`config.mk`:
```
export PLATFORM = sky130hd
export DESIGN_NAME = random_walk_patch_hit_tracker_unit
export DESIGN_NICKNAME = d
export VERILOG_FILES = /design/src/rtl/core/rwph_pkg.sv /design/src/rtl/core/random_walk_patch_hit_tracker_unit.sv /design/src/rtl/core/rwph_cordic.sv /design/src/rtl/core/rwph_mul.sv
export SDC_FILE = /design/constraint.sdc
export NUM_CORES = 2
export LEC_CHECK = 0
export BUFFER_PORTS_ARGS = -buffer_cell sky130_fd_sc_hd__buf_4
export CAP_MARGIN = 20
export CORE_UTILIZATION = 58
export DETAILED_ROUTE_END_ITERATION = 16
export GPL_ROUTABILITY_DRIVEN = 0
export PLACE_DENSITY = 0.79
export SYNTH_ARGS = -nofsm -noshare
export SYNTH_HDL_FRONTEND = slang
export SYNTH_SLANG_ARGS = --single-unit
```
`constraint.sdc`:
```
create_clock -name clk -period 9.9 [get_ports clk]
set_input_delay 0.99 -clock clk [delete_from_list [all_inputs] [get_ports clk]]
set_output_delay 0.99 -clock clk [all_outputs]
set_load 0.005 [all_outputs]
```
`src/rtl/core/rwph_pkg.sv`:
```
// Shared types, constants and the CORDIC arctangent table of the patch hit tracker.
`timescale 1ns / 1ps

package rwph_pkg;

    localparam int CFG_ADDR_W  = 3;
    localparam int CFG_DATA_W  = 32;
    localparam int ATAN_ENTRIES = 24;
    localparam int ATAN_IDX_W  = 5;

    // Configuration register indexes
    localparam logic [CFG_ADDR_W-1:0] REG_PATCH_X    = 3'd0;
    localparam logic [CFG_ADDR_W-1:0] REG_PATCH_Y    = 3'd1;
    localparam logic [CFG_ADDR_W-1:0] REG_PATCH_RAD  = 3'd2;
    localparam logic [CFG_ADDR_W-1:0] REG_PERCEPTION = 3'd3;
    localparam logic [CFG_ADDR_W-1:0] REG_SPEED      = 3'd4;

    localparam logic [31:0] SPEED_RESET = 32'h0001_0000;

    // Input action codes
    localparam logic ACT_START = 1'b0;
    localparam logic ACT_MOVE  = 1'b1;

    // CORDIC: start vector (gain compensated, Q2.30) and internal width
    localparam int          TRIG_W       = 34;
    localparam logic [31:0] CORDIC_START = 32'd652032874;

    // Operand width of the shared multiplier
    localparam int MUL_W = 33;

    typedef struct packed {
        logic               action;
        logic [15:0]        start_heading;
        logic signed [15:0] turn_angle;
        logic [31:0]        step_length;
        logic               last;
    } in_item_t;

    typedef struct packed {
        logic        hit;
        logic [47:0] hit_time;
    } out_item_t;

    // Arctangent of 2^-i in units of 2^-32 turn
    function automatic logic [31:0] atan_turn(input logic [ATAN_IDX_W-1:0] idx);
        logic [31:0] v;
        case (idx)
            5'd0:    v = 32'd536870912;
            5'd1:    v = 32'd316933406;
            5'd2:    v = 32'd167458907;
            5'd3:    v = 32'd85004756;
            5'd4:    v = 32'd42667331;
            5'd5:    v = 32'd21354465;
            5'd6:    v = 32'd10680862;
            5'd7:    v = 32'd5340245;
            5'd8:    v = 32'd2670163;
            5'd9:    v = 32'd1335087;
            5'd10:   v = 32'd667544;
            5'd11:   v = 32'd333772;
            5'd12:   v = 32'd166886;
            5'd13:   v = 32'd83443;
            5'd14:   v = 32'd41722;
            5'd15:   v = 32'd20861;
            5'd16:   v = 32'd10430;
            5'd17:   v = 32'd5215;
            5'd18:   v = 32'd2608;
            5'd19:   v = 32'd1304;
            5'd20:   v = 32'd652;
            5'd21:   v = 32'd326;
            5'd22:   v = 32'd163;
            5'd23:   v = 32'd81;
            default: v = 32'd0;
        endcase
        return v;
    endfunction

endpackage

```
`src/rtl/core/random_walk_patch_hit_tracker_unit.sv`:
```
// Top level of the patch hit tracker: sequencer, walker state, config registers, result register.
`timescale 1ns / 1ps

// Follows one walker of a correlated random walk and reports when it first
// comes within patch_radius + perception_range of the patch centre. A start
// transfer puts the walker at the origin with zero elapsed time and loads its
// heading; each move transfer turns the heading, rotates a CORDIC vector to get
// cosine and sine, steps the position, adds speed_factor * step_length to the
// elapsed time and runs an exact squared-distance test. The first hit yields
// one result (hit = 1, elapsed time); a walker that never hits yields (0, 0)
// on its transfer marked last; all other transfers yield nothing. One item is
// worked on at a time and in_ready is low meanwhile. A move for a walker that
// has already finished is ignored. A move takes longer when the squared
// distance must be formed than when the walker is clearly outside the patch,
// and longer again when a result is handed to the output register. The
// iterative CORDIC and the shared 33 x 33 multiplier, used for up to six
// products, set how long a move takes. A finished result waits in the output
// register while the next item is taken. Configuration writes take effect at
// once and are meant for idle periods.
module random_walk_patch_hit_tracker_unit #(
    parameter int ANGLE_BITS      = 16,
    parameter int COORD_BITS      = 32,
    parameter int TRIG_ITERATIONS = 16
) (
    input  logic                              clk,
    input  logic                              rst_n,
    input  logic                              in_valid,
    output logic                              in_ready,
    input  rwph_pkg::in_item_t                in_data,
    output logic                              out_valid,
    input  logic                              out_ready,
    output rwph_pkg::out_item_t               out_data,
    input  logic                              cfg_we,
    input  logic [rwph_pkg::CFG_ADDR_W-1:0]   cfg_addr,
    input  logic [rwph_pkg::CFG_DATA_W-1:0]   cfg_wdata
);
    import rwph_pkg::*;

    localparam int DXW   = 35;                                   // displacement width
    localparam int WW    = ((COORD_BITS > DXW) ? COORD_BITS : DXW) + 1;
    localparam int DW    = ((COORD_BITS > 32) ? COORD_BITS : 32) + 1;
    localparam int PW    = 2 * MUL_W;
    localparam int HSH   = 32 - ANGLE_BITS;

    typedef enum logic [3:0] {
        S_IDLE, S_CORDIC, S_MUL_X, S_MUL_Y, S_MUL_T, S_POS,
        S_CHECK, S_SQ_X, S_SQ_Y, S_SQ_R, S_END, S_EMIT
    } state_t;

    // configuration
    logic signed [31:0]            patch_x_reg, patch_y_reg;
    logic [31:0]                   radius_reg, perception_reg, speed_reg;

    // walker state
    state_t                        state_reg;
    logic signed [COORD_BITS-1:0]  pos_x_reg, pos_y_reg;
    logic [ANGLE_BITS-1:0]         heading_reg;
    logic [47:0]                   elapsed_reg;
    logic                          walker_done_reg;

    // per-move working registers
    logic [31:0]                   step_reg;
    logic                          last_reg;
    logic                          issued_reg;
    logic signed [DXW-1:0]         dx_reg, dy_reg;
    logic [47:0]                   dt_reg;
    logic [MUL_W-1:0]              ax_reg, ay_reg, r_reg;
    logic [PW:0]                   sq_reg;
    logic                          hit_reg;
    out_item_t                     res_reg;

    // output register
    logic                          out_valid_reg;
    out_item_t                     out_data_reg;

    // unit connections
    logic                          cordic_start, cordic_done;
    logic signed [TRIG_W-1:0]      cos_val, sin_val;
    logic                          mul_start, mul_done;
    logic [MUL_W-1:0]              mul_a, mul_b;
    logic [PW-1:0]                 mul_p;

    // combinational helpers
    logic [31:0]                   head_wide, turn_wide, head_sum, start_wide;
    logic [ANGLE_BITS-1:0]         head_new, head_start;
    logic [31:0]                   cordic_angle;
    logic                          in_xfer, out_free;
    logic signed [TRIG_W-1:0]      trig_sel;
    logic [TRIG_W-1:0]             trig_abs;
    logic                          trig_neg;
    logic [DXW-1:0]                disp_mag;
    logic signed [DXW-1:0]         disp;
    logic signed [WW-1:0]          sum_x, sum_y;
    logic signed [COORD_BITS-1:0]  sat_x, sat_y;
    logic [48:0]                   time_sum;
    logic [47:0]                   time_sat;
    logic [MUL_W-1:0]              r_sum;
    logic signed [DW-1:0]          diff_x, diff_y;
    logic [DW-1:0]                 abs_x, abs_y, r_ext;
    logic                          near;

    function automatic logic signed [COORD_BITS-1:0] sat_coord(
        input logic signed [WW-1:0] v
    );
        logic [WW-COORD_BITS:0] hi;
        logic signed [COORD_BITS-1:0] r;
        hi = v[WW-1:COORD_BITS-1];
        if ((&hi) || (~|hi))
            r = v[COORD_BITS-1:0];
        else if (v[WW-1])
            r = {1'b1, {(COORD_BITS-1){1'b0}}};
        else
            r = {1'b0, {(COORD_BITS-1){1'b1}}};
        return r;
    endfunction

    assign in_xfer  = in_valid && in_ready;
    assign out_free = !out_valid_reg || out_ready;

    // heading arithmetic on a 32-bit turn scale, kept to ANGLE_BITS
    always_comb
    begin
        head_wide    = 32'(heading_reg) << HSH;
        turn_wide    = {in_data.turn_angle, 16'h0000};
        head_sum     = head_wide + turn_wide;
        head_new     = head_sum[31 -: ANGLE_BITS];
        start_wide   = {in_data.start_heading, 16'h0000};
        head_start   = start_wide[31 -: ANGLE_BITS];
        cordic_angle = 32'(head_new) << HSH;
    end

    // multiplier operand select
    always_comb
    begin
        trig_sel = (state_reg == S_MUL_Y) ? sin_val : cos_val;
        trig_neg = trig_sel[TRIG_W-1];
        trig_abs = trig_neg ? TRIG_W'(-trig_sel) : TRIG_W'(trig_sel);
        case (state_reg)
            S_MUL_X, S_MUL_Y:
            begin
                mul_a = MUL_W'(step_reg);
                mul_b = trig_abs[MUL_W-1:0];
            end
            S_MUL_T:
            begin
                mul_a = MUL_W'(speed_reg);
                mul_b = MUL_W'(step_reg);
            end
            S_SQ_X:
            begin
                mul_a = ax_reg;
                mul_b = ax_reg;
            end
            S_SQ_Y:
            begin
                mul_a = ay_reg;
                mul_b = ay_reg;
            end
            S_SQ_R:
            begin
                mul_a = r_reg;
                mul_b = r_reg;
            end
            default:
            begin
                mul_a = '0;
                mul_b = '0;
            end
        endcase
        mul_start = !issued_reg && (state_reg inside {S_MUL_X, S_MUL_Y, S_MUL_T,
                                                      S_SQ_X, S_SQ_Y, S_SQ_R});
    end

    // displacement floor(step * trig / 2^30): round the magnitude up when negative
    always_comb
    begin
        disp_mag = DXW'(mul_p[63:30]) + DXW'(trig_neg && (|mul_p[29:0]));
        disp     = trig_neg ? -signed'(disp_mag) : signed'(disp_mag);
    end

    // position and time update, saturating
    always_comb
    begin
        sum_x    = WW'(pos_x_reg) + WW'(dx_reg);
        sum_y    = WW'(pos_y_reg) + WW'(dy_reg);
        sat_x    = sat_coord(sum_x);
        sat_y    = sat_coord(sum_y);
        time_sum = {1'b0, elapsed_reg} + {1'b0, dt_reg};
        time_sat = time_sum[48] ? {48{1'b1}} : time_sum[47:0];
    end

    // coarse distance check; only a candidate inside the box gets squared
    always_comb
    begin
        r_sum  = MUL_W'(radius_reg) + MUL_W'(perception_reg);
        diff_x = DW'(pos_x_reg) - DW'(patch_x_reg);
        diff_y = DW'(pos_y_reg) - DW'(patch_y_reg);
        abs_x  = diff_x[DW-1] ? DW'(-diff_x) : DW'(diff_x);
        abs_y  = diff_y[DW-1] ? DW'(-diff_y) : DW'(diff_y);
        r_ext  = DW'(r_sum);
        near   = (abs_x < r_ext) && (abs_y < r_ext);
    end

    rwph_cordic #(
        .ITERATIONS(TRIG_ITERATIONS)
    ) u_cordic (
        .clk     (clk),
        .rst_n   (rst_n),
        .start   (cordic_start),
        .angle   (cordic_angle),
        .done    (cordic_done),
        .cos_val (cos_val),
        .sin_val (sin_val)
    );

    rwph_mul u_mul (
        .clk     (clk),
        .rst_n   (rst_n),
        .start   (mul_start),
        .op_a    (mul_a),
        .op_b    (mul_b),
        .done    (mul_done),
        .product (mul_p)
    );

    assign cordic_start = in_xfer && (in_data.action == ACT_MOVE) && !walker_done_reg;

    // configuration registers
    always_ff @(posedge clk or negedge rst_n)
    begin
        if (!rst_n)
        begin
            patch_x_reg    <= '0;
            patch_y_reg    <= '0;
            radius_reg     <= '0;
            perception_reg <= '0;
            speed_reg      <= SPEED_RESET;
        end
        else if (cfg_we)
        begin
            case (cfg_addr)
                REG_PATCH_X:    patch_x_reg    <= signed'(cfg_wdata);
                REG_PATCH_Y:    patch_y_reg    <= signed'(cfg_wdata);
                REG_PATCH_RAD:  radius_reg     <= cfg_wdata;
                REG_PERCEPTION: perception_reg <= cfg_wdata;
                REG_SPEED:      speed_reg      <= cfg_wdata;
                default:        ;
            endcase
        end
    end

    // sequencer, walker state and result register
    always_ff @(posedge clk or negedge rst_n)
    begin
        if (!rst_n)
        begin
            state_reg       <= S_IDLE;
            pos_x_reg       <= '0;
            pos_y_reg       <= '0;
            heading_reg     <= '0;
            elapsed_reg     <= '0;
            walker_done_reg <= 1'b1;
            step_reg        <= '0;
            last_reg        <= 1'b0;
            issued_reg      <= 1'b0;
            dx_reg          <= '0;
            dy_reg          <= '0;
            dt_reg          <= '0;
            ax_reg          <= '0;
            ay_reg          <= '0;
            r_reg           <= '0;
            sq_reg          <= '0;
            hit_reg         <= 1'b0;
            res_reg         <= '0;
            out_valid_reg   <= 1'b0;
            out_data_reg    <= '0;
        end
        else
        begin
            // the emit state reloads the output register itself
            if (out_valid_reg && out_ready && (state_reg != S_EMIT))
                out_valid_reg <= 1'b0;

            // a multiply is issued once per state and retired on done
            if (mul_done)
                issued_reg <= 1'b0;
            else if (mul_start)
                issued_reg <= 1'b1;

            case (state_reg)
                S_IDLE:
                begin
                    if (in_xfer)
                    begin
                        if (in_data.action == ACT_START)
                        begin
                            pos_x_reg       <= '0;
                            pos_y_reg       <= '0;
                            elapsed_reg     <= '0;
                            heading_reg     <= head_start;
                            walker_done_reg <= 1'b0;
                            if (in_data.last)
                            begin
                                // start with no move: report a miss at once
                                walker_done_reg <= 1'b1;
                                res_reg         <= '0;
                                state_reg       <= S_EMIT;
                            end
                        end
                        else if (!walker_done_reg)
                        begin
                            heading_reg <= head_new;
                            step_reg    <= in_data.step_length;
                            last_reg    <= in_data.last;
                            hit_reg     <= 1'b0;
                            state_reg   <= S_CORDIC;
                        end
                    end
                end
                S_CORDIC:
                begin
                    if (cordic_done)
                        state_reg <= S_MUL_X;
                end
                S_MUL_X:
                begin
                    if (mul_done)
                    begin
                        dx_reg    <= disp;
                        state_reg <= S_MUL_Y;
                    end
                end
                S_MUL_Y:
                begin
                    if (mul_done)
                    begin
                        dy_reg    <= disp;
                        state_reg <= S_MUL_T;
                    end
                end
                S_MUL_T:
                begin
                    if (mul_done)
                    begin
                        dt_reg    <= mul_p[63:16];
                        state_reg <= S_POS;
                    end
                end
                S_POS:
                begin
                    pos_x_reg   <= sat_x;
                    pos_y_reg   <= sat_y;
                    elapsed_reg <= time_sat;
                    state_reg   <= S_CHECK;
                end
                S_CHECK:
                begin
                    if (near)
                    begin
                        ax_reg    <= abs_x[MUL_W-1:0];
                        ay_reg    <= abs_y[MUL_W-1:0];
                        r_reg     <= r_sum;
                        state_reg <= S_SQ_X;
                    end
                    else
                    begin
                        state_reg <= S_END;
                    end
                end
                S_SQ_X:
                begin
                    if (mul_done)
                    begin
                        sq_reg    <= (PW + 1)'(mul_p);
                        state_reg <= S_SQ_Y;
                    end
                end
                S_SQ_Y:
                begin
                    if (mul_done)
                    begin
                        sq_reg    <= sq_reg + (PW + 1)'(mul_p);
                        state_reg <= S_SQ_R;
                    end
                end
                S_SQ_R:
                begin
                    if (mul_done)
                    begin
                        hit_reg   <= sq_reg < (PW + 1)'(mul_p);
                        state_reg <= S_END;
                    end
                end
                S_END:
                begin
                    if (hit_reg)
                    begin
                        walker_done_reg  <= 1'b1;
                        res_reg.hit      <= 1'b1;
                        res_reg.hit_time <= elapsed_reg;
                        state_reg        <= S_EMIT;
                    end
                    else if (last_reg)
                    begin
                        walker_done_reg <= 1'b1;
                        res_reg         <= '0;
                        state_reg       <= S_EMIT;
                    end
                    else
                    begin
                        state_reg <= S_IDLE;
                    end
                end
                S_EMIT:
                begin
                    // hold until the output register is free
                    if (out_free)
                    begin
                        out_valid_reg <= 1'b1;
                        out_data_reg  <= res_reg;
                        state_reg     <= S_IDLE;
                    end
                end
                default: state_reg <= S_IDLE;
            endcase
        end
    end

    assign in_ready  = (state_reg == S_IDLE);
    assign out_valid = out_valid_reg;
    assign out_data  = out_data_reg;

    a_miss_has_zero_time: assert property (@(posedge clk) disable iff (!rst_n)
        out_valid_reg && !out_data_reg.hit |-> out_data_reg.hit_time == 48'd0)
        else $error("miss result carries a nonzero time");

    a_cordic_done_in_wait: assert property (@(posedge clk) disable iff (!rst_n)
        cordic_done |-> state_reg == S_CORDIC)
        else $error("CORDIC finished outside its wait state");

    a_mul_done_in_mul_state: assert property (@(posedge clk) disable iff (!rst_n)
        mul_done |-> (state_reg == S_MUL_X || state_reg == S_MUL_Y ||
                      state_reg == S_MUL_T || state_reg == S_SQ_X ||
                      state_reg == S_SQ_Y || state_reg == S_SQ_R) && issued_reg)
        else $error("multiplier result arrived with no product pending");

    a_emit_leaves_walker_done: assert property (@(posedge clk) disable iff (!rst_n)
        state_reg == S_EMIT |-> walker_done_reg)
        else $error("result pending while walker still active");

endmodule

```
`src/rtl/core/rwph_cordic.sv`:
```
// Iterative CORDIC rotation: one micro-rotation per cycle, gives cosine and sine in Q2.30.
`timescale 1ns / 1ps

module rwph_cordic #(
    parameter int ITERATIONS = 16
) (
    input  logic                               clk,
    input  logic                               rst_n,
    input  logic                               start,
    input  logic [31:0]                        angle,
    output logic                               done,
    output logic signed [rwph_pkg::TRIG_W-1:0] cos_val,
    output logic signed [rwph_pkg::TRIG_W-1:0] sin_val
);
    import rwph_pkg::*;

    localparam int CW = (ITERATIONS > 1) ? $clog2(ITERATIONS) : 1;

    typedef enum logic {C_IDLE, C_RUN} cstate_t;

    cstate_t                  state_reg;
    logic [CW-1:0]            iter_reg;
    logic                     flip_reg;
    logic signed [TRIG_W-1:0] x_reg;
    logic signed [TRIG_W-1:0] y_reg;
    logic signed [TRIG_W-1:0] z_reg;
    logic                     done_reg;

    logic [31:0]              rot_sum;
    logic                     flip;
    logic [31:0]              folded;
    logic signed [TRIG_W-1:0] x_sh, y_sh, step_ang;
    logic signed [TRIG_W-1:0] nx, ny, nz;
    logic                     dir;

    always_comb
    begin
        rot_sum  = angle + 32'h4000_0000;
        flip     = rot_sum[31];
        folded   = flip ? (angle ^ 32'h8000_0000) : angle;
        dir      = ~z_reg[TRIG_W-1];
        x_sh     = x_reg >>> iter_reg;
        y_sh     = y_reg >>> iter_reg;
        step_ang = signed'(TRIG_W'(atan_turn(ATAN_IDX_W'(iter_reg))));
        nx       = dir ? (x_reg - y_sh) : (x_reg + y_sh);
        ny       = dir ? (y_reg + x_sh) : (y_reg - x_sh);
        nz       = dir ? (z_reg - step_ang) : (z_reg + step_ang);
    end

    always_ff @(posedge clk or negedge rst_n)
    begin
        if (!rst_n)
        begin
            state_reg <= C_IDLE;
            iter_reg  <= '0;
            flip_reg  <= 1'b0;
            x_reg     <= '0;
            y_reg     <= '0;
            z_reg     <= '0;
            done_reg  <= 1'b0;
        end
        else
        begin
            done_reg <= 1'b0;
            case (state_reg)
                C_IDLE:
                begin
                    if (start)
                    begin
                        flip_reg  <= flip;
                        x_reg     <= signed'(TRIG_W'(CORDIC_START));
                        y_reg     <= '0;
                        z_reg     <= TRIG_W'(signed'(folded));
                        iter_reg  <= '0;
                        state_reg <= C_RUN;
                    end
                end
                C_RUN:
                begin
                    z_reg <= nz;
                    if (iter_reg == CW'(ITERATIONS - 1))
                    begin
                        // fold back the half-turn rotation on the last step
                        x_reg     <= flip_reg ? -nx : nx;
                        y_reg     <= flip_reg ? -ny : ny;
                        done_reg  <= 1'b1;
                        state_reg <= C_IDLE;
                    end
                    else
                    begin
                        x_reg    <= nx;
                        y_reg    <= ny;
                        iter_reg <= iter_reg + 1'b1;
                    end
                end
                default: state_reg <= C_IDLE;
            endcase
        end
    end

    assign done    = done_reg;
    assign cos_val = x_reg;
    assign sin_val = y_reg;

endmodule

```
`src/rtl/core/rwph_mul.sv`:
```
// Shared unsigned multiplier: 33 x 33 bits, one 11-bit slice of the second operand per cycle.
`timescale 1ns / 1ps

module rwph_mul (
    input  logic                          clk,
    input  logic                          rst_n,
    input  logic                          start,
    input  logic [rwph_pkg::MUL_W-1:0]    op_a,
    input  logic [rwph_pkg::MUL_W-1:0]    op_b,
    output logic                          done,
    output logic [2*rwph_pkg::MUL_W-1:0]  product
);
    import rwph_pkg::*;

    localparam int SLICE   = 11;
    localparam int NSLICES = MUL_W / SLICE;
    localparam int PW      = 2 * MUL_W;

    typedef enum logic {M_IDLE, M_RUN} mstate_t;

    mstate_t                 state_reg;
    logic [1:0]              cnt_reg;
    logic [MUL_W-1:0]        a_reg;
    logic [MUL_W-1:0]        b_reg;
    logic [PW-1:0]           acc_reg;
    logic                    done_reg;

    logic [SLICE-1:0]        b_slice;
    logic [MUL_W+SLICE-1:0]  partial;
    logic [PW-1:0]           acc_sum;

    always_comb
    begin
        b_slice = b_reg[SLICE-1:0];
        partial = (MUL_W + SLICE)'(a_reg) * (MUL_W + SLICE)'(b_slice);
        acc_sum = acc_reg + (PW'(partial) << (SLICE * cnt_reg));
    end

    always_ff @(posedge clk or negedge rst_n)
    begin
        if (!rst_n)
        begin
            state_reg <= M_IDLE;
            cnt_reg   <= '0;
            a_reg     <= '0;
            b_reg     <= '0;
            acc_reg   <= '0;
            done_reg  <= 1'b0;
        end
        else
        begin
            done_reg <= 1'b0;
            case (state_reg)
                M_IDLE:
                begin
                    if (start)
                    begin
                        a_reg     <= op_a;
                        b_reg     <= op_b;
                        acc_reg   <= '0;
                        cnt_reg   <= '0;
                        state_reg <= M_RUN;
                    end
                end
                M_RUN:
                begin
                    acc_reg <= acc_sum;
                    b_reg   <= b_reg >> SLICE;
                    if (cnt_reg == 2'(NSLICES - 1))
                    begin
                        done_reg  <= 1'b1;
                        state_reg <= M_IDLE;
                    end
                    else
                    begin
                        cnt_reg <= cnt_reg + 1'b1;
                    end
                end
                default: state_reg <= M_IDLE;
            endcase
        end
    end

    assign done    = done_reg;
    assign product = acc_reg;

endmodule

```
==> impl.org <==
** Critical path
- Following the worst setup path forward leads to its endpoint at u_mul.product[60].
- On the critical path, the stage with the largest delay is an instance of fa_1.
- The worst register-to-register path ends at u_mul.product[60].
- Setup slack of the most critical reg-to-reg path :: around 0.34 ns
- Most common cell type on the critical path :: fa_1
- Data arrival time at the worst-slack endpoint :: approximately 10 ns
- STA classifies the critical path startpoint as a register.
- The startpoint identified for the worst register-to-register timing path is u_mul.b_reg[7].
- The most critical setup path has its startpoint at u_mul.b_reg[7].
- Kind of critical path :: reg -> reg
- STA classifies the critical path endpoint as a register.
- The worst register-to-register path has a depth of 35.
- Endpoint required time on the critical path :: 10.54 ns
- Of all nets on the critical path, the largest fanout is 16.
- CP max stage delay :: between 0.5 and 0.6 ns

** Detailed routing
- The first TritonRoute pass finished after 9 iterations.
- Summing over every cut layer, the via total after detailed routing is a little over 80000.
- Wires add up to approximately 280 mm.
- In the routed layout, each cell is associated on average with a via count of about 6.5.
- Once detail routing completed, the nets flagged for antenna violations numbered 0.
- After detailed routing, the number of remaining DRC violations is 0.
- Number of DRC violations after detailed-routing iteration 0 :: about 9300
- DR WL/cell :: ~22 µm

** Logic synthesis
- The number of different library cells used by synthesis comes to around 120.
- The share of synthesized area in the top cell type comes to 0.2632.
- In the synthesized netlist the dominant register cell turns out to be dfrtp_1.
- Synthesis inferred 956 register bits.
- Number of standard cells after synthesis :: 10800
- In the synthesized netlist the async set-or-reset flop fraction comes to 1.000.
- Leading area contributor after synthesis :: dfrtp_1
- After synthesis, the cell types taking the most area are dfrtp_1, ha_1, fa_1.
- Area of the mapped netlist :: a little over 90000 µm²
- Yosys warning total :: 0
- Number of synthesized flops with an enable pin :: 0
- The number of nets in the synthesized netlist is 11880.
- Avg Synthesized Cell Area :: roughly 8.4 µm²
- Sequential area share after synthesis :: 0.2638

** Floorplan
- Initial core utilization :: 0.5867
- The floorplan step defined a core boundary enclosing 154600 µm².
- The die covers around 160000 µm².
- Top-level I/O count :: between 150 and 200
- Number of rows in the core area :: 144
- The die is just under 400 µm tall.
- Horizontal extent of the die :: just under 400 µm

** CTS
- Clock slew seen by the registers of the worst setup and hold paths :: around 0.07 ns
- Later-pin clock latency in the skew report :: a little under 0.8 ns
- TritonCTS built the clock tree.
- Number of clock sinks :: between 900 and 1000
- The longest clock path from root to sink contains 3 buffers.
- Cell at the root of the clock tree :: clkbuf_16
- Clock buffers created by TritonCTS :: 108
- Total number of H-tree levels :: 3

** Timing
- Counting I/O delays and the setup requirement, the final critical path takes approximately 9.6 ns.
- Tightest Pin Transition :: around 1.2 ns
- Unrepaired setup endpoints after global routing :: yes
- The final count of hold timing violations is 0.
- Final period util :: 0.9659
- Based on the critical path, the design can be clocked at up to about 0.10 GHz.
- Across all hold checks on the routed design, the worst slack comes to 0.2613 ns.
- Setup tns final :: 0 ns
- Setup violations remaining at the end of the flow were counted as 0.
- Worst rel slew slack :: 0.1901
- The final max-slew violation count is 0.
- Maximum clock skew at final layout :: 0.07207 ns

** Finish
- Syn-to-layout area delta :: 7.682%
- Design Area, Final :: between 90000 and 100000 µm²
- After the last flow step, the layout net total stands at about 12000.
- The layout has about 13000 filler cells.
- The register with the most flip-flops in the layout has 67 of them.
- Highest-count cells in the layout ignoring fill and taps :: nand2_1, dfrtp_1, o21ai_0, a21oi_1, nor2_1
- Most frequent standard cell in the layout excluding fill and tap cells :: nand2_1
- Share of cells above drive strength 1 :: 0.09828
- Final core occ :: 0.6317

** Placed design
- During placement, the flow inserted port buffers numbering approximately 160.
- Once detailed placement completed, the half-perimeter wirelength came to roughly 210 mm.
- Post-DP Area :: a little over 90000 µm²

** Worst hold path
- The min-delay analysis places its worst path in the category in -> async.

** Outcome
- Status :: complete, no violations

** Global route
- Grt total ovfl :: 0
- The first global-routing pass estimated roughly 440 mm of wire.
- Across every metal layer, demand over resource in global routing totals 0.3493.
- Maximum number of pins on one net before global-route repair :: between 150 and 200
- Antenna violations before repair :: 12
- The number of global-route vias before repair is approximately 80000.

** Flow run
- The tool flagged a number of max-cap violations equal to 0.
worst min path at each step:
stage	startpoint	endpoint	slack, ns	cells past startpoint
6_report	rst_n	sq_reg[6]	0.26	1
5_1_grt	rst_n	sq_reg[5]	0.34	1
3_5_place_dp	u_mul.b_reg[24]	u_mul.b_reg[13]	0.47	2
2_1_floorplan	res_reg[48]	res_reg[48]	0.44	1
4_1_cts	rst_n	sq_reg[5]	0.32	1
3_3_place_gp	u_mul.b_reg[28]	u_mul.b_reg[17]	0.46	2
layer usage:
metal	vias up	wire length [µm]	track usage
met3	1026	29800	0.08384
met2	4384	124500	0.5428
met1	39790	107100	0.4419
met4	6	19010	0.2052
li1	37760	-	-
met5	-	200	0.006961
critical path, delay by kind of cell, from the launching register on:
| kind | cells | cell delay, ns |
|---|---|---|
| mux | 1 | 0.30 |
| compound gates | 13 | 3.07 |
| simple gates | 6 | 1.28 |
| fa+ha+maj | 7 | 3.33 |
| xor+xnor | 1 | 0.16 |
| flops | 1 | 0.38 |
| buf+inv | 7 | 0.91 |
final cells by class:
type,count,area [µm²],area share
clock inverter,47,669.4,0.006854
timing repair buffer,307,2510,0.02570
inverter,639,2399,0.02456
antenna,11,27.53,0.0002819
tap,2044,2557,0.02619
clock buffer,152,3109,0.03184
multi-input combinational,8593,62430,0.6392
sequential,956,23960,0.2453
cell families (layout without fill, tap and decap cells):
logic type,count (synthesis),count (layout),synth area share
xor gates and xnor gates,749,749,0.07233
AOI/OAI and AO/OA,3063,3063,0.2128
adders and majority gates,982,982,0.1595
and+or+nand+nor,3232,3232,0.1641
muxes,567,567,0.07468
other,0,11,0
buffers and inverters,1247,1145,0.05280
DFF,956,956,0.2638
synth_stat cells, types with 69 or more instances:
master	n
a211oi_1	88
a21o_1	285
a21oi_1	822
a31oi_1	139
and2_1	207
and3_1	69
clkbuf_1	497
dfrtp_1	954
fa_1	290
ha_1	692
inv_1	634
mux2_2	310
mux2i_1	194
nand2_1	1318
nand2b_1	82
nand3_1	171
nand4_1	93
nor2_1	745
nor2b_1	100
nor3_1	183
o21a_1	82
o21ai_0	861
o21bai_1	90
xnor2_1	481
xor2_1	268
per-stage QoR:
| stage | std cells | setup slack (ns) |
|---|---|---|
| after floorplan | 10800 | 0.2797 |
| after global placement | 12530 | 0.1252 |
| after detailed placement | 12530 | -0.1720 |
| after CTS | 12730 | 0.03470 |
| after global routing | 12740 | -0.07034 |
| final | 12750 | 0.3373 |
what timing repair did:
action / CTS / global route
pin swaps: 0 / 10
endpoints found under the setup margin: 3 / 20
buffers inserted: 0 / 4
resized for setup: 3 / 82
hold buffers: 0 / 0
Power is left out: the tool's default activity adds up to more than one toggle a clock period on the data nets, which glitch-free logic cannot reach.
